===== src/rtl/can_bts_pkg.sv =====
// Shared types, field widths and constants for the CAN bit timing search unit.
// No dependencies; every other file of the block except can_bts_ram imports this package.
package can_bts_pkg;

    // Fixed field widths of the configuration, input and result items.
    localparam int OSC_W       = 28;
    localparam int RATE_W      = 10;
    localparam int SPT_W       = 10;
    localparam int PRESC_OUT_W = 6;
    localparam int SEG1_OUT_W  = 5;
    localparam int SEG2_OUT_W  = 4;
    localparam int JW_W        = 2;
    localparam int SP_W        = 14;
    localparam int ERR_W       = 14;

    // Stream widths: input padded to 16 bits, results padded to 48 bits.
    localparam int S_TDATA_W = 16;
    localparam int M_TDATA_W = 48;
    localparam int M_TUSER_W = 1;
    localparam int M_PAD_W   = M_TDATA_W - (PRESC_OUT_W + SEG1_OUT_W + SEG2_OUT_W + JW_W
                                            + SP_W + ERR_W + 1);

    // Arithmetic constants.
    localparam int unsigned KILO      = 1000;
    localparam int unsigned SP_SCALE  = 10000;
    localparam int unsigned SCALE_W   = 14;
    localparam int unsigned ERR_MAX   = 16383;
    localparam int unsigned JW_MAX    = 3;
    localparam int          RATE_K_W  = 20;

    // Parameter defaults and the upper limit of the result count.
    localparam int DEF_MAX_PRESCALER = 32;
    localparam int DEF_MAX_SEG1      = 16;
    localparam int DEF_MAX_SEG2      = 8;
    localparam int DEF_MAX_MATCHES   = 64;
    localparam int MATCHES_LIMIT     = 64;
    localparam int CNT_W             = $clog2(MATCHES_LIMIT + 1);

    // Configuration register indexes.
    localparam int CFG_INDEX_W = 2;
    typedef enum logic [CFG_INDEX_W-1:0] {
        CFG_OSC_HZ    = 2'd0,
        CFG_SP_TARGET = 2'd1,
        CFG_SP_TOL    = 2'd2
    } cfg_index_t;

    // Configuration register set as seen by the search and the emitter.
    typedef struct packed {
        logic [OSC_W-1:0] osc_hz;
        logic [SPT_W-1:0] sp_target;
        logic [SPT_W-1:0] sp_tol;
    } cfg_t;

    // One finished search, handed from the front to the back.
    typedef struct packed {
        logic             bank;
        logic [CNT_W-1:0] count;
        logic             truncated;
    } desc_t;

    // Two result banks, so the queue holds at most two searches.
    localparam int QUEUE_DEPTH = 2;

    typedef enum logic [1:0] {
        F_IDLE,
        F_RUN,
        F_DRAIN
    } front_state_t;

    typedef enum logic [2:0] {
        B_IDLE,
        B_READ,
        B_LOAD,
        B_DIV_SP,
        B_DIV_ERR,
        B_SEND
    } back_state_t;

endpackage


===== src/rtl/can_bit_timing_search_unit.sv =====
// CAN bit timing search unit, top level. Depends on can_bts_pkg, can_bts_ram,
// can_bts_queue, can_bts_search and can_bts_emit.
//
// An item on the s_axis channel carries a target bit rate in kbit/s. For it the
// unit tries every prescaler, segment one and segment two setting in nested
// order and returns one m_axis item per matching setting, in search order, with
// tlast on the final one. If nothing matches, a single item with tuser 0 and
// tlast 1 is returned. Matches beyond MAX_MATCHES are dropped and every item of
// that request has the truncated bit set.
// The search tests one candidate per cycle and takes no new input item until it
// has handed the finished search to the queue, returned to idle and found the
// queue not full. For each stored match the emitter reads the setting, works
// out its sample point and, unless the target sample point is zero, its
// relative error with its bit-serial divider, and then sends the item. Two
// result banks let the next search run while the previous results are emitted.
// The cfg channel is always ready; write it only while the unit is idle.
// Reset loads the register defaults and empties the queue.
// A stalled m_axis receiver holds the output register; the emitter, then the
// search, wait behind it without losing an item.
module can_bit_timing_search_unit #(
    parameter int MAX_PRESCALER = can_bts_pkg::DEF_MAX_PRESCALER,
    parameter int MAX_SEG1      = can_bts_pkg::DEF_MAX_SEG1,
    parameter int MAX_SEG2      = can_bts_pkg::DEF_MAX_SEG2,
    parameter int MAX_MATCHES   = can_bts_pkg::DEF_MAX_MATCHES
) (
    input  logic                                 clk,
    input  logic                                 rst_n,
    // Input item: rate_kbps [9:0], zero padding [15:10].
    input  logic                                 s_axis_tvalid,
    output logic                                 s_axis_tready,
    input  logic [can_bts_pkg::S_TDATA_W-1:0]    s_axis_tdata,
    // Result item: prescaler [5:0], seg1 [10:6], seg2 [14:11], jump_width [16:15],
    // sample_point [30:17], sample_error [44:31], truncated [45], padding [47:46].
    output logic                                 m_axis_tvalid,
    input  logic                                 m_axis_tready,
    output logic [can_bts_pkg::M_TDATA_W-1:0]    m_axis_tdata,
    // Result flag: found [0].
    output logic [can_bts_pkg::M_TUSER_W-1:0]    m_axis_tuser,
    output logic                                 m_axis_tlast,
    // Configuration writes.
    input  logic                                 cfg_valid,
    output logic                                 cfg_ready,
    input  logic [can_bts_pkg::CFG_INDEX_W-1:0]  cfg_index,
    input  logic [can_bts_pkg::OSC_W-1:0]        cfg_data
);

    import can_bts_pkg::*;

    localparam int PW        = $clog2(MAX_PRESCALER + 1);
    localparam int S1W       = $clog2(MAX_SEG1 + 1);
    localparam int S2W       = $clog2(MAX_SEG2 + 1);
    localparam int IDX_W     = (MAX_MATCHES > 1) ? $clog2(MAX_MATCHES) : 1;
    localparam int RAM_W     = PW + S1W + S2W;
    localparam int RAM_DEPTH = 2 ** (IDX_W + 1);

    logic [OSC_W-1:0] osc_reg;
    logic [SPT_W-1:0] tgt_reg;
    logic [SPT_W-1:0] tol_reg;
    cfg_t             cfg;

    logic             q_full;
    logic             push;
    desc_t            push_desc;
    logic             pop;
    logic             head_valid;
    desc_t            head;

    logic             ram_we;
    logic [IDX_W:0]   ram_waddr;
    logic [RAM_W-1:0] ram_wdata;
    logic             ram_re;
    logic [IDX_W:0]   ram_raddr;
    logic [RAM_W-1:0] ram_rdata;

    // Configuration registers; an index beyond the list is ignored.
    assign cfg_ready = 1'b1;

    always_ff @(posedge clk or negedge rst_n)
    begin
        if (!rst_n)
        begin
            osc_reg <= OSC_W'(12000000);
            tgt_reg <= SPT_W'(875);
            tol_reg <= SPT_W'(50);
        end
        else if (cfg_valid && cfg_ready)
        begin
            unique case (cfg_index_t'(cfg_index))
                CFG_OSC_HZ:    osc_reg <= cfg_data;
                CFG_SP_TARGET: tgt_reg <= cfg_data[SPT_W-1:0];
                CFG_SP_TOL:    tol_reg <= cfg_data[SPT_W-1:0];
                default:
                begin
                end
            endcase
        end
    end

    assign cfg.osc_hz    = osc_reg;
    assign cfg.sp_target = tgt_reg;
    assign cfg.sp_tol    = tol_reg;

    // Candidate search.
    can_bts_search #(
        .MAX_PRESCALER (MAX_PRESCALER),
        .MAX_SEG1      (MAX_SEG1),
        .MAX_SEG2      (MAX_SEG2),
        .MAX_MATCHES   (MAX_MATCHES),
        .IDX_W         (IDX_W),
        .RAM_W         (RAM_W)
    ) u_search (
        .clk       (clk),
        .rst_n     (rst_n),
        .cfg       (cfg),
        .in_valid  (s_axis_tvalid),
        .in_ready  (s_axis_tready),
        .in_rate   (s_axis_tdata[RATE_W-1:0]),
        .q_full    (q_full),
        .push      (push),
        .push_desc (push_desc),
        .ram_we    (ram_we),
        .ram_waddr (ram_waddr),
        .ram_wdata (ram_wdata)
    );

    // Two banks of stored matches.
    can_bts_ram #(
        .WIDTH (RAM_W),
        .DEPTH (RAM_DEPTH)
    ) u_ram (
        .clk   (clk),
        .we    (ram_we),
        .waddr (ram_waddr),
        .wdata (ram_wdata),
        .re    (ram_re),
        .raddr (ram_raddr),
        .rdata (ram_rdata)
    );

    // Finished searches waiting for the emitter.
    can_bts_queue u_queue (
        .clk        (clk),
        .rst_n      (rst_n),
        .push       (push),
        .push_desc  (push_desc),
        .full       (q_full),
        .pop        (pop),
        .head_valid (head_valid),
        .head       (head)
    );

    // Result formatting and output register.
    can_bts_emit #(
        .MAX_PRESCALER (MAX_PRESCALER),
        .MAX_SEG1      (MAX_SEG1),
        .MAX_SEG2      (MAX_SEG2),
        .IDX_W         (IDX_W),
        .RAM_W         (RAM_W)
    ) u_emit (
        .clk        (clk),
        .rst_n      (rst_n),
        .sp_target  (tgt_reg),
        .head_valid (head_valid),
        .head       (head),
        .pop        (pop),
        .ram_re     (ram_re),
        .ram_raddr  (ram_raddr),
        .ram_rdata  (ram_rdata),
        .out_valid  (m_axis_tvalid),
        .out_ready  (m_axis_tready),
        .out_data   (m_axis_tdata),
        .out_user   (m_axis_tuser),
        .out_last   (m_axis_tlast)
    );

endmodule


===== src/rtl/can_bts_ram.sv =====
// Generic single-write, single-read RAM with a registered read port.
// No dependencies.
module can_bts_ram #(
    parameter int WIDTH = 8,
    parameter int DEPTH = 16
) (
    input  logic                     clk,
    input  logic                     we,
    input  logic [$clog2(DEPTH)-1:0] waddr,
    input  logic [WIDTH-1:0]         wdata,
    input  logic                     re,
    input  logic [$clog2(DEPTH)-1:0] raddr,
    output logic [WIDTH-1:0]         rdata
);

    logic [WIDTH-1:0] mem_reg [DEPTH];
    logic [WIDTH-1:0] rdata_reg;

    // Write port.
    always_ff @(posedge clk)
    begin
        if (we)
        begin
            mem_reg[waddr] <= wdata;
        end
    end

    // Registered read port.
    always_ff @(posedge clk)
    begin
        if (re)
        begin
            rdata_reg <= mem_reg[raddr];
        end
    end

    assign rdata = rdata_reg;

endmodule


===== src/rtl/can_bts_queue.sv =====
// Two-entry queue of finished search descriptors between search and emitter.
// Depends on can_bts_pkg.
module can_bts_queue (
    input  logic                clk,
    input  logic                rst_n,
    input  logic                push,
    input  can_bts_pkg::desc_t  push_desc,
    output logic                full,
    input  logic                pop,
    output logic                head_valid,
    output can_bts_pkg::desc_t  head
);

    import can_bts_pkg::*;

    localparam int PTR_W = $clog2(QUEUE_DEPTH);

    desc_t              entry_reg [QUEUE_DEPTH];
    logic [PTR_W-1:0]   wptr_reg;
    logic [PTR_W-1:0]   rptr_reg;
    logic [PTR_W:0]     count_reg;

    // Pointers and fill level.
    always_ff @(posedge clk or negedge rst_n)
    begin
        if (!rst_n)
        begin
            wptr_reg  <= '0;
            rptr_reg  <= '0;
            count_reg <= '0;
        end
        else
        begin
            if (push)
            begin
                wptr_reg <= wptr_reg + 1'b1;
            end
            if (pop)
            begin
                rptr_reg <= rptr_reg + 1'b1;
            end
            if (push && !pop)
            begin
                count_reg <= count_reg + 1'b1;
            end
            else if (pop && !push)
            begin
                count_reg <= count_reg - 1'b1;
            end
        end
    end

    // Entry storage.
    always_ff @(posedge clk)
    begin
        if (push)
        begin
            entry_reg[wptr_reg] <= push_desc;
        end
    end

    assign full       = (count_reg == (PTR_W + 1)'(QUEUE_DEPTH));
    assign head_valid = (count_reg != '0);
    assign head       = entry_reg[rptr_reg];

endmodule


===== src/rtl/can_bts_search.sv =====
// Front part: accepts a bit rate item and tests every prescaler and segment
// setting, one candidate per cycle, writing matches to a result bank.
// Depends on can_bts_pkg.
module can_bts_search #(
    parameter int MAX_PRESCALER = can_bts_pkg::DEF_MAX_PRESCALER,
    parameter int MAX_SEG1      = can_bts_pkg::DEF_MAX_SEG1,
    parameter int MAX_SEG2      = can_bts_pkg::DEF_MAX_SEG2,
    parameter int MAX_MATCHES   = can_bts_pkg::DEF_MAX_MATCHES,
    parameter int IDX_W         = 6,
    parameter int RAM_W         = 15
) (
    input  logic                             clk,
    input  logic                             rst_n,
    input  can_bts_pkg::cfg_t                cfg,
    input  logic                             in_valid,
    output logic                             in_ready,
    input  logic [can_bts_pkg::RATE_W-1:0]   in_rate,
    input  logic                             q_full,
    output logic                             push,
    output can_bts_pkg::desc_t               push_desc,
    output logic                             ram_we,
    output logic [IDX_W:0]                   ram_waddr,
    output logic [RAM_W-1:0]                 ram_wdata
);

    import can_bts_pkg::*;

    localparam int PW     = $clog2(MAX_PRESCALER + 1);
    localparam int S1W    = $clog2(MAX_SEG1 + 1);
    localparam int S2W    = $clog2(MAX_SEG2 + 1);
    localparam int NW     = $clog2(MAX_SEG1 + MAX_SEG2 + 2);
    localparam int CW     = $clog2(MAX_MATCHES + 1);
    localparam int PN_W   = PW + NW;
    localparam int PRAW_W = RATE_K_W + PN_W;
    localparam int PROD_W = (PRAW_W > OSC_W) ? PRAW_W : OSC_W;
    localparam int A_W    = $clog2(KILO * (MAX_SEG1 + 1) + 1);
    localparam int B_W    = SPT_W + NW;
    localparam int DEV_W  = (A_W > B_W) ? A_W : B_W;

    front_state_t state_reg, state_next;

    logic                 accept;
    logic                 run;
    logic                 last_cand;
    logic [RATE_K_W-1:0]  rate_k_reg;
    logic [PW-1:0]        brp_reg;
    logic [S1W-1:0]       s1_reg;
    logic [S2W-1:0]       s2_reg;
    logic [NW-1:0]        ntq0;

    // Stage one: bit length products.
    logic                 v1_reg;
    logic [PW-1:0]        brp1_reg;
    logic [S1W-1:0]       s1_1_reg;
    logic [S2W-1:0]       s2_1_reg;
    logic [PN_W-1:0]      pn1_reg;
    logic [B_W-1:0]       b1_reg;
    logic [B_W-1:0]       tn1_reg;
    logic [A_W-1:0]       a1_reg;
    logic [DEV_W-1:0]     dev1;

    // Stage two: clock product and sample point check.
    logic                 v2_reg;
    logic [PW-1:0]        brp2_reg;
    logic [S1W-1:0]       s1_2_reg;
    logic [S2W-1:0]       s2_2_reg;
    logic [PROD_W-1:0]    prod2_reg;
    logic                 ok2_reg;

    logic                 match;
    logic                 bank_reg;
    logic [CW-1:0]        cnt_reg;
    logic                 trunc_reg;

    assign accept    = in_valid && in_ready;
    assign run       = (state_reg == F_RUN);
    assign last_cand = (brp_reg == PW'(MAX_PRESCALER)) && (s1_reg == S1W'(MAX_SEG1))
                       && (s2_reg == S2W'(MAX_SEG2));
    assign ntq0      = NW'(1) + NW'(s1_reg) + NW'(s2_reg);

    // State register.
    always_ff @(posedge clk or negedge rst_n)
    begin
        if (!rst_n)
        begin
            state_reg <= F_IDLE;
        end
        else
        begin
            state_reg <= state_next;
        end
    end

    // Next state and handshake outputs.
    always_comb
    begin
        state_next = state_reg;
        in_ready   = 1'b0;
        push       = 1'b0;
        unique case (state_reg)
            F_IDLE:
            begin
                in_ready = !q_full;
                if (in_valid && !q_full)
                begin
                    state_next = F_RUN;
                end
            end
            F_RUN:
            begin
                if (last_cand)
                begin
                    state_next = F_DRAIN;
                end
            end
            F_DRAIN:
            begin
                if (!v1_reg && !v2_reg)
                begin
                    push       = 1'b1;
                    state_next = F_IDLE;
                end
            end
            default:
            begin
                state_next = F_IDLE;
            end
        endcase
    end

    // Candidate counters, match count and bank select.
    always_ff @(posedge clk or negedge rst_n)
    begin
        if (!rst_n)
        begin
            brp_reg   <= PW'(1);
            s1_reg    <= S1W'(1);
            s2_reg    <= S2W'(1);
            cnt_reg   <= '0;
            trunc_reg <= 1'b0;
            bank_reg  <= 1'b0;
            v1_reg    <= 1'b0;
            v2_reg    <= 1'b0;
        end
        else
        begin
            v1_reg <= run;
            v2_reg <= v1_reg;
            if (accept)
            begin
                brp_reg   <= PW'(1);
                s1_reg    <= S1W'(1);
                s2_reg    <= S2W'(1);
                cnt_reg   <= '0;
                trunc_reg <= 1'b0;
            end
            else if (run && !last_cand)
            begin
                if (s2_reg != S2W'(MAX_SEG2))
                begin
                    s2_reg <= s2_reg + 1'b1;
                end
                else
                begin
                    s2_reg <= S2W'(1);
                    if (s1_reg != S1W'(MAX_SEG1))
                    begin
                        s1_reg <= s1_reg + 1'b1;
                    end
                    else
                    begin
                        s1_reg  <= S1W'(1);
                        brp_reg <= brp_reg + 1'b1;
                    end
                end
            end
            if (match)
            begin
                if (cnt_reg < CW'(MAX_MATCHES))
                begin
                    cnt_reg <= cnt_reg + 1'b1;
                end
                else
                begin
                    trunc_reg <= 1'b1;
                end
            end
            if (push)
            begin
                bank_reg <= !bank_reg;
            end
        end
    end

    // Scaled bit rate, taken once per item.
    always_ff @(posedge clk)
    begin
        if (accept)
        begin
            rate_k_reg <= RATE_K_W'(in_rate) * RATE_K_W'(KILO);
        end
    end

    assign dev1 = (DEV_W'(a1_reg) >= DEV_W'(b1_reg)) ? (DEV_W'(a1_reg) - DEV_W'(b1_reg))
                                                     : (DEV_W'(b1_reg) - DEV_W'(a1_reg));

    // Candidate pipeline payload.
    always_ff @(posedge clk)
    begin
        brp1_reg  <= brp_reg;
        s1_1_reg  <= s1_reg;
        s2_1_reg  <= s2_reg;
        pn1_reg   <= PN_W'(brp_reg) * PN_W'(ntq0);
        b1_reg    <= B_W'(cfg.sp_target) * B_W'(ntq0);
        tn1_reg   <= B_W'(cfg.sp_tol) * B_W'(ntq0);
        a1_reg    <= A_W'(KILO) * (A_W'(s1_reg) + A_W'(1));

        brp2_reg  <= brp1_reg;
        s1_2_reg  <= s1_1_reg;
        s2_2_reg  <= s2_1_reg;
        prod2_reg <= PROD_W'(rate_k_reg) * PROD_W'(pn1_reg);
        ok2_reg   <= (dev1 < DEV_W'(tn1_reg));
    end

    // A candidate matches on an exact clock split and a close sample point.
    assign match     = v2_reg && ok2_reg && (prod2_reg == PROD_W'(cfg.osc_hz));
    assign ram_we    = match && (cnt_reg < CW'(MAX_MATCHES));
    assign ram_waddr = {bank_reg, cnt_reg[IDX_W-1:0]};
    assign ram_wdata = {brp2_reg, s1_2_reg, s2_2_reg};

    assign push_desc.bank      = bank_reg;
    assign push_desc.count     = CNT_W'(cnt_reg);
    assign push_desc.truncated = trunc_reg;

endmodule


===== src/rtl/can_bts_emit.sv =====
// Back part: reads stored matches, works out sample point and error with a
// shared bit-serial divider and drives the registered result stream.
// Depends on can_bts_pkg.
module can_bts_emit #(
    parameter int MAX_PRESCALER = can_bts_pkg::DEF_MAX_PRESCALER,
    parameter int MAX_SEG1      = can_bts_pkg::DEF_MAX_SEG1,
    parameter int MAX_SEG2      = can_bts_pkg::DEF_MAX_SEG2,
    parameter int IDX_W         = 6,
    parameter int RAM_W         = 15
) (
    input  logic                              clk,
    input  logic                              rst_n,
    input  logic [can_bts_pkg::SPT_W-1:0]     sp_target,
    input  logic                              head_valid,
    input  can_bts_pkg::desc_t                head,
    output logic                              pop,
    output logic                              ram_re,
    output logic [IDX_W:0]                    ram_raddr,
    input  logic [RAM_W-1:0]                  ram_rdata,
    output logic                              out_valid,
    input  logic                              out_ready,
    output logic [can_bts_pkg::M_TDATA_W-1:0] out_data,
    output logic [can_bts_pkg::M_TUSER_W-1:0] out_user,
    output logic                              out_last
);

    import can_bts_pkg::*;

    localparam int PW    = $clog2(MAX_PRESCALER + 1);
    localparam int S1W   = $clog2(MAX_SEG1 + 1);
    localparam int S2W   = $clog2(MAX_SEG2 + 1);
    localparam int NW    = $clog2(MAX_SEG1 + MAX_SEG2 + 2);
    localparam int A_W   = $clog2(KILO * (MAX_SEG1 + 1) + 1);
    localparam int B_W   = SPT_W + NW;
    localparam int DEV_W = (A_W > B_W) ? A_W : B_W;
    localparam int DD_W  = DEV_W + SCALE_W;
    localparam int DC_W  = $clog2(DD_W + 1);
    localparam int JW_CW = S2W + 2;

    back_state_t state_reg, state_next;

    logic                 out_free;
    logic                 out_load;
    logic                 is_last;
    logic                 nf_reg;
    logic [CNT_W-1:0]     idx_reg;

    logic [PW-1:0]        brp_rd;
    logic [S1W-1:0]       s1_rd;
    logic [S2W-1:0]       s2_rd;
    logic [NW-1:0]        ntq_rd;

    logic [PW-1:0]        brp_reg;
    logic [S1W-1:0]       s1_reg;
    logic [S2W-1:0]       s2_reg;
    logic [NW-1:0]        ntq_reg;
    logic [A_W-1:0]       a_reg;
    logic [B_W-1:0]       b_reg;
    logic [DEV_W-1:0]     dev_reg;
    logic [SP_W-1:0]      sp_reg;
    logic [ERR_W-1:0]     err_reg;

    // Restoring divider, one quotient bit per cycle.
    logic [DD_W-1:0]      div_q_reg;
    logic [B_W-1:0]       div_rem_reg;
    logic [B_W-1:0]       div_d_reg;
    logic [DC_W-1:0]      div_cnt_reg;
    logic [B_W:0]         div_try;
    logic                 div_ge;
    logic [B_W-1:0]       div_rem_step;
    logic [DD_W-1:0]      div_q_step;
    logic                 div_last;

    logic [JW_CW-1:0]     jw_wide;
    logic [JW_W-1:0]      jw;

    logic                 m_valid_reg;
    logic [M_TDATA_W-1:0] m_data_reg;
    logic [M_TUSER_W-1:0] m_user_reg;
    logic                 m_last_reg;

    assign {brp_rd, s1_rd, s2_rd} = ram_rdata;
    assign ntq_rd = NW'(1) + NW'(s1_rd) + NW'(s2_rd);

    assign div_try      = {div_rem_reg, div_q_reg[DD_W-1]};
    assign div_ge       = (div_try >= {1'b0, div_d_reg});
    assign div_rem_step = div_ge ? B_W'(div_try - {1'b0, div_d_reg}) : div_try[B_W-1:0];
    assign div_q_step   = {div_q_reg[DD_W-2:0], div_ge};
    assign div_last     = (div_cnt_reg == DC_W'(1));

    assign out_free  = !m_valid_reg || out_ready;
    assign is_last   = nf_reg || ((idx_reg + CNT_W'(1)) == head.count);
    assign ram_raddr = {head.bank, idx_reg[IDX_W-1:0]};

    // State register and control state.
    always_ff @(posedge clk or negedge rst_n)
    begin
        if (!rst_n)
        begin
            state_reg <= B_IDLE;
            idx_reg   <= '0;
            nf_reg    <= 1'b0;
        end
        else
        begin
            state_reg <= state_next;
            if (state_reg == B_IDLE)
            begin
                idx_reg <= '0;
                nf_reg  <= (head.count == '0);
            end
            else if (out_load && !is_last)
            begin
                idx_reg <= idx_reg + 1'b1;
            end
        end
    end

    // Next state and strobes.
    always_comb
    begin
        state_next = state_reg;
        pop        = 1'b0;
        ram_re     = 1'b0;
        out_load   = 1'b0;
        unique case (state_reg)
            B_IDLE:
            begin
                if (head_valid)
                begin
                    state_next = (head.count == '0) ? B_SEND : B_READ;
                end
            end
            B_READ:
            begin
                ram_re     = 1'b1;
                state_next = B_LOAD;
            end
            B_LOAD:
            begin
                state_next = B_DIV_SP;
            end
            B_DIV_SP:
            begin
                if (div_last)
                begin
                    state_next = (b_reg == '0) ? B_SEND : B_DIV_ERR;
                end
            end
            B_DIV_ERR:
            begin
                if (div_last)
                begin
                    state_next = B_SEND;
                end
            end
            B_SEND:
            begin
                if (out_free)
                begin
                    out_load = 1'b1;
                    if (is_last)
                    begin
                        pop        = 1'b1;
                        state_next = B_IDLE;
                    end
                    else
                    begin
                        state_next = B_READ;
                    end
                end
            end
            default:
            begin
                state_next = B_IDLE;
            end
        endcase
    end

    // Match fields, error terms and divider.
    always_ff @(posedge clk)
    begin
        b_reg   <= B_W'(sp_target) * B_W'(ntq_reg);
        dev_reg <= (DEV_W'(a_reg) >= DEV_W'(b_reg)) ? (DEV_W'(a_reg) - DEV_W'(b_reg))
                                                    : (DEV_W'(b_reg) - DEV_W'(a_reg));
        unique case (state_reg)
            B_LOAD:
            begin
                brp_reg     <= brp_rd;
                s1_reg      <= s1_rd;
                s2_reg      <= s2_rd;
                ntq_reg     <= ntq_rd;
                a_reg       <= A_W'(KILO) * (A_W'(s1_rd) + A_W'(1));
                div_q_reg   <= DD_W'(SP_SCALE) * (DD_W'(s1_rd) + DD_W'(1));
                div_rem_reg <= '0;
                div_d_reg   <= B_W'(ntq_rd);
                div_cnt_reg <= DC_W'(DD_W);
            end
            B_DIV_SP:
            begin
                if (div_last)
                begin
                    // Sample point done; start the relative error division.
                    sp_reg      <= div_q_step[SP_W-1:0];
                    err_reg     <= ERR_W'(ERR_MAX);
                    div_q_reg   <= DD_W'(dev_reg) * DD_W'(SP_SCALE);
                    div_rem_reg <= '0;
                    div_d_reg   <= b_reg;
                    div_cnt_reg <= DC_W'(DD_W);
                end
                else
                begin
                    div_q_reg   <= div_q_step;
                    div_rem_reg <= div_rem_step;
                    div_cnt_reg <= div_cnt_reg - 1'b1;
                end
            end
            B_DIV_ERR:
            begin
                div_q_reg   <= div_q_step;
                div_rem_reg <= div_rem_step;
                div_cnt_reg <= div_cnt_reg - 1'b1;
                if (div_last)
                begin
                    // Saturate a large relative error.
                    err_reg <= (div_q_step > DD_W'(ERR_MAX)) ? ERR_W'(ERR_MAX)
                                                             : div_q_step[ERR_W-1:0];
                end
            end
            default:
            begin
            end
        endcase
    end

    // Resync jump width is segment two less one, at most three.
    assign jw_wide = JW_CW'(s2_reg) - JW_CW'(1);
    assign jw      = (jw_wide > JW_CW'(JW_MAX)) ? JW_W'(JW_MAX) : jw_wide[JW_W-1:0];

    // Output register valid.
    always_ff @(posedge clk or negedge rst_n)
    begin
        if (!rst_n)
        begin
            m_valid_reg <= 1'b0;
        end
        else if (out_load)
        begin
            m_valid_reg <= 1'b1;
        end
        else if (out_ready)
        begin
            m_valid_reg <= 1'b0;
        end
    end

    // Output register payload; a not-found item carries only the last mark.
    always_ff @(posedge clk)
    begin
        if (out_load)
        begin
            m_last_reg <= is_last;
            if (nf_reg)
            begin
                m_data_reg <= '0;
                m_user_reg <= '0;
            end
            else
            begin
                m_data_reg <= {{M_PAD_W{1'b0}}, head.truncated, err_reg, sp_reg, jw,
                               SEG2_OUT_W'(s2_reg), SEG1_OUT_W'(s1_reg),
                               PRESC_OUT_W'(brp_reg)};
                m_user_reg <= M_TUSER_W'(1);
            end
        end
    end

    assign out_valid = m_valid_reg;
    assign out_data  = m_data_reg;
    assign out_user  = m_user_reg;
    assign out_last  = m_last_reg;

endmodule


===== config.mk =====
export PLATFORM = sky130hd
export DESIGN_NAME = can_bit_timing_search_unit
export DESIGN_NICKNAME = d
export VERILOG_FILES = /design/src/rtl/can_bts_pkg.sv /design/src/rtl/can_bit_timing_search_unit.sv /design/src/rtl/can_bts_ram.sv /design/src/rtl/can_bts_queue.sv /design/src/rtl/can_bts_search.sv /design/src/rtl/can_bts_emit.sv
export SDC_FILE = /design/constraint.sdc
export NUM_CORES = 2
export LEC_CHECK = 0
export CORE_UTILIZATION = 64
export DETAILED_ROUTE_END_ITERATION = 6
export DONT_BUFFER_PORTS = 1
export HOLD_SLACK_MARGIN = 0.05
export PLACE_DENSITY = 0.8
export SYNTH_ARGS = -nofsm -noshare
export SYNTH_HDL_FRONTEND = slang
export SYNTH_SLANG_ARGS = --single-unit

===== constraint.sdc =====
create_clock -name clk -period 6.86 [get_ports clk]
set_clock_uncertainty 0.1 [all_clocks]
set_input_delay 0.343 -clock clk [delete_from_list [all_inputs] [get_ports clk]]
set_output_delay 0.343 -clock clk [all_outputs]
set_load 0.005 [all_outputs]

# == Yosys cells after proc, flatten, opt, wreduce, memory -nomap -nowiden ==
# Memory sizes are Yosys's and may differ from the RTL's. A register that Yosys moved wholly into a read port is not among the register bits.
# Index checks and enable logic that the tools add are counted.
# word_totals
wordCells,228
mem_bits_rw,1938
mem_count,2
ff_bits,425
output_inout_bits,53
in_bits,51
# mem_list
memory,words,word_bits,rd,rd_clocked_by_memory_dff,write_ports,line_no,text
u_ram.mem_reg,128,15,1,1,1,can_bts_ram.sv:16,logic [WIDTH-1:0] mem_reg [DEPTH];
u_queue.entry_reg,2,9,1,0,1,can_bts_queue.sv:18,desc_t entry_reg [QUEUE_DEPTH];
# op_classes
reduce_logical,46
n_eq_ne,27
addsub,22
magnitude_cmp,7
multipliers,10
muxes,65
# ops
cell,n
$pmux W29 S3,1
$mux W15,5
$sub A15 B15 Y15,5
$mul A10 B5 Y15,3
$pmux W15 S3,1
$mux W14,3
$mux W7,5
$eq A31 B28 Y1,1
$ge A15 B15 Y1,2
$mul A7 B15 Y12 const A,2
$pmux W15 S2,1
$gt A29 B14 Y1 const B,1
$mul A10 B29 Y25 const A,1
$mux W29,1
$mul A17 B11 Y28,1
$pmux W14 S2,1
$mul A15 B10 Y25 const B,1
$mux W5,5
$mux W6,4
$mux W1,21
$add A5 B1 Y6 const B,3
$pmux W3 S6,1
$mul A10 B7 Y17 const B,1
$ge A16 B15 Y1,1
45 further kinds,106

# == Depth between registers and ports, before layout ==
# depth
word_depth,9
mapped_depth,26
mapped_depth_nobuf,24

# == Hierarchy ==
# A second synthesis with hierarchy kept.
# hier_totals
hier_cells,6485
hier_area_um2,110264.5
# modules_own_cells
mod,area_each_um2,cells_per_inst,seq_area_each_um2,n_inst
can_bts_ram,73779.5,2904,58105.7,1
can_bts_search,18300.1,1967,3457.1,1
can_bts_emit,15398.5,1464,6065.8,1
can_bit_timing_search_unit,1941.9,106,1226.2,1
can_bts_queue,844.6,44,640.6,1

# == Worst setup path after synthesis ==
# OpenSTA, ideal clock, no wires.
# synth_path
path_type,register -> register
startpoint,register u_search.s1_reg[0]
endpoint,register u_search.b1_reg[14]
required_time_ns,6.688
synth_period_minus_slack_ns,5.933
arrival_ns,5.761
n_path_buf,2
setup_time_ns,0.072
setup_slack_ns,0.927
stages_incl_launch_ff,26
path_cell_list,dfstp_2 clkbuf_1 inv_1 ha_1 inv_1 fa_1 inv_1 a21o_1 a21oi_1 xnor2_1 clkbuf_1 nand2_1 fa_1 fa_1 fa_1 inv_1 ha_1 a21o_1 a21oi_1 o21bai_1 a21oi_1 nor2b_1 o2111ai_1 nand2_1 o41ai_1 xnor2_1
# synth_via
elab_chain_cells,3
# synth_rtl
item,line_no,text
"start, declared",can_bts_search.sv:47,logic [S1W-1:0] s1_reg;
"start signal, assigned",can_bts_search.sv:168,s1_reg <= s1_reg + 1'b1;
$add A1 B5 Y5,can_bts_search.sv:79,assign ntq0 = NW'(1) + NW'(s1_reg) + NW'(s2_reg);
$add A5 B4 Y5,can_bts_search.sv:79,
$mul A10 B5 Y15,can_bts_search.sv:214,b1_reg <= B_W'(cfg.sp_target) * B_W'(ntq0);
"end signal, assigned",can_bts_search.sv:214,
"end, declared",can_bts_search.sv:57,logic [B_W-1:0] b1_reg;
# No other way between the ends.
# A chain may end at the register's enable or synchronous reset.

# == Worst setup path after layout ==
# Same ends and word-level chain as after synthesis.

==> results_dict.tcl <==
set metrics [dict create \
    status "finished, violations left" \
    violations "design-rule violations" \
    place.port_buffers 0 \
    violation_count_after_the_first_detailed_route_iteration 7265 \
    fin_crit_ns 6.250 \
    rsz0062_at_grt "false" \
    path_class "flip-flop to flip-flop" \
    crit_required_ns 7.54 \
    floorplan.core_area_mm2 0.1695 \
    initial_antenna_violation_count 18 \
    drt_pass1_iterations 7 \
    report.final.hold_viol_count 0 \
    worst_tran_pin_value_ns 1.233 \
    cts_tree "done" \
    area_growth_pct 10.80 \
    setup_viol 0 \
    ys_top_cells_by_area "edfxtp_1 (59%), mux4_2 (13%), fa_1 (5.7%), ha_1 (4.8%), dfxtp_1 (2.6%)" \
    total_leakage_power_nw 44.89 \
    top_signal_layer_used "met5" \
    cp-start-kind "flip-flop" \
    maximum_number_of_pins_on_one_net_before_global_route_repair 89 \
    drt-met1-wl_um 98840 \
    postLayoutCoreUtil_pct 71.39 \
    setup.reg_to_reg.worst_slack_ns 0.61 \
    numCtsBuffers 225 \
    post_route_cells_drive_above_1_share_pct 19.93 \
    holdCritPathClass "input pin to flip-flop" \
    grt_total_usage_pct 31.04 \
    htree_levels 4 \
    fill_cells 9822 \
    synth_area_leader_cell "edfxtp_1" \
    timing.max_cap.violations 0 \
    synth_edf_count 2142 \
    clock-sinks 2376 \
    setup-tns-final_ns 0 \
    synth.ff_latch_count 2376 \
    regToRegStartpoint "u_search.s1_reg[0]" \
    worst-r2r-cell-count 21 \
    maxClockFrequency_ghz 0.1600 \
    slew_violations 0 \
    cp_buf_inv_count 2 \
    drt-vias-per-instance 6.566 \
    detailroute.wirelength.met2_um 127300 \
    crit_top_cell "nand2_1" \
    postSynthAreaPerCell_um2 17.18 \
    post_drt_wl_per_cell_um 29.14 \
    finalWeightedCongestion 0.8818 \
    timing.critical_path.from "u_search.s1_reg[0]" \
    drtAntennaViolNets 0 \
    synth_seq_area_share_pct 63.65 \
    finalPower_mw 37.41 \
    fp.dieArea_mm2 0.1723 \
    largest_reg_flops 1920 \
    die_w_um 415.0 \
    grt_overflow 0 \
    ys_warn_count 0 \
    cts_root_buf "clkbuf_16" \
    area_of_the_mapped_netlist_mm2 0.1092 \
    grt_pass1_vias 60007 \
    worstPathMaxFanout 19 \
    clockBufferDepth 3 \
    clock_transition_at_the_registers_of_the_reported_paths_ns 0.06 \
    worst_setup_path_end_kind "flip-flop" \
    synthDistinctLibCells 74 \
    critical_path_arrival_ns 6.93 \
    synth_instances 6354 \
    final_cells 8999 \
    dominantRegCellSynth "edfxtp_1" \
    wl_um 262200 \
    layout_nets 7356 \
    relSlewSlack_pct 17.47 \
    cp_slowest_cell "xnor2_2" \
    critical_path.cell_chain "nand2_1 -> inv_1 -> nand2_1 -> xnor2_1 -> ha_1 -> xnor2_2 -> nand2_1 -> fa_1 -> fa_1 -> fa_1 -> inv_1 -> ha_1 -> a21o_1 -> a21oi_1 -> o21bai_1 -> a21oi_1 -> nor2b_1 -> o2111ai_1 -> nand2_1 -> o41ai_1 -> xnor2_1" \
    die_h_um 415.0 \
    routed-wl-met3_um 25190 \
    irDropWorstVdd_uv 767.5 \
    global_route_wire_length_before_repair_um 393100 \
    ios 104 \
    worst_skew_pair.late_latency_ns 0.87 \
    placementRows 151 \
    capturing_instance_or_port_of_the_critical_path "u_search.b1_reg[14]" \
    r2r_end "u_search.b1_reg[14]" \
    final_min_period_over_clock_period_pct 91.11 \
    remaining_drc_errors 6 \
    dpl.hpwl_um 155100 \
    crit_family "adder cells" \
    powerDensity_mw_per_mm2 309.3 \
    portion_of_synthesized_cell_area_occupied_by_the_leading_cell_type_pct 58.91 \
    detailroute.via_count 59090 \
    critical-path-max-stage-delay_ns 0.76 \
    dpl.cell_count 8506 \
    critical_path_cell_count 21 \
    floorplan.initialDensity_pct 64.43 \
    cts.repair.resized 0 \
    synth-async-reset-ratio_pct 3.872 \
]
-- per-stage QoR --
stage               hold WS, ns  cell area, um^2  setup WS [ns]
global route            0.08470           121000         0.2035
floorplan              -0.05259           109200         0.9266
detailed placement     -0.04931           112700         0.7402
global placement       -0.05026           112700         0.7374
CTS                     0.05088           121000         0.6862
finish                  0.09809           121000         0.6100
-- routing by layer --
| layer | GRT usage, % | vias up |
|---|---|---|
| met4 | 11.56 | 16 |
| li1 | - | 24347 |
| met3 | 5.828 | 599 |
| met2 | 49.59 | 3512 |
| met5 | 0 | - |
| met1 | 43.21 | 30616 |
-- cell usage after synthesis, drive strengths merged, types with 15 or more instances --
library cell / instances
a211oi: 15
a21o: 63
a21oi: 116
and2: 170
buf: 80
clkbuf: 181
dfrtp: 69
dfstp: 23
dfxtp: 142
edfxtp: 2142
fa: 313
ha: 416
inv: 559
mux2: 70
mux2i: 35
mux4: 630
nand2: 313
nand2b: 36
nand3: 35
nand4: 23
nor2: 268
nor2b: 92
nor3: 39
o21a: 22
o21ai: 88
o21bai: 28
o31ai: 17
xnor2: 147
xor2: 64
-- worst min path at each step --
stage / end / slack (ns) / from / cells after the start
2_1_floorplan: osc_reg[0] / -0.05 / rst_n / 0
3_3_place_gp: u_emit.out_valid / -0.05 / rst_n / 0
3_5_place_dp: tol_reg[9] / -0.05 / rst_n / 0
4_1_cts: osc_reg[25] / 0.05 / cfg_data[25] / 2
5_1_grt: osc_reg[24] / 0.08 / cfg_data[24] / 2
6_report: osc_reg[25] / 0.1 / cfg_data[25] / 2
-- placed cells by master, fill, tap and decap left out, types with 21 or more instances in the layout --
cell type and count:
mux2i_1 34, inv_1 559, clkinv_1 39, nand3_1 35, nand2b_1 36, o21bai_1 28, edfxtp_1 2142, nand4_1 23
o21a_1 22, a21oi_1 116, nand2_1 307, fa_1 313, o21ai_0 85, dfstp_2 23, mux2_2 70, nor2_1 247
dfrtp_1 63, dlygate4sd3_1 59, clkbuf_16 229, mux4_2 630, dfxtp_1 127, nor2_2 21, buf_4 179, and2_1 170
nor3_1 39, nor2b_1 92, clkbuf_1 31, clkinv_2 60, xor2_1 64, a21o_1 63, xnor2_1 144, bufinv_16 26
ha_1 416
-- cell families (layout without fill, tap and decap cells) --
group           after synthesis  in the layout  share of synthesized area, %
flops                      2376           2376                         63.65
simple gates               1040           1040                         4.576
buf+inv                     821           1241                         2.906
mux                         735            735                         14.04
fa+ha+maj                   729            729                         10.51
compound gates              440            440                         2.628
xor+xnor                    211            211                         1.693
other cells                   2              9                      0.006878
-- where the power goes --
group / switching, mW / leakage, nW / total, mW / internal, mW
clock network: 5.63 / 3.70 / 12.8 / 7.17
registers: 0.218 / 23.7 / 16.0 / 15.8
logic: 4.71 / 17.5 / 8.60 / 3.90
total: 10.6 / 44.9 / 37.4 / 26.9
-- area by class of cell --
type	count	area, um^2	share of cell area (%)
antenna	6	15.01	0.01241
clock buffer	264	5902	4.878
clock inverter	162	1674	1.384
inverter	560	2102	1.737
multi-input combinational	3158	36650	30.30
sequential	2376	69570	57.50
tap	2218	2775	2.294
timing repair buffer	255	2290	1.893
-- timing repair --
action	CTS	global route
hold endpoints to repair	163	0
setup buffers	0	0
hold buffers	61	0
Power figures use the tool's default switching activity.
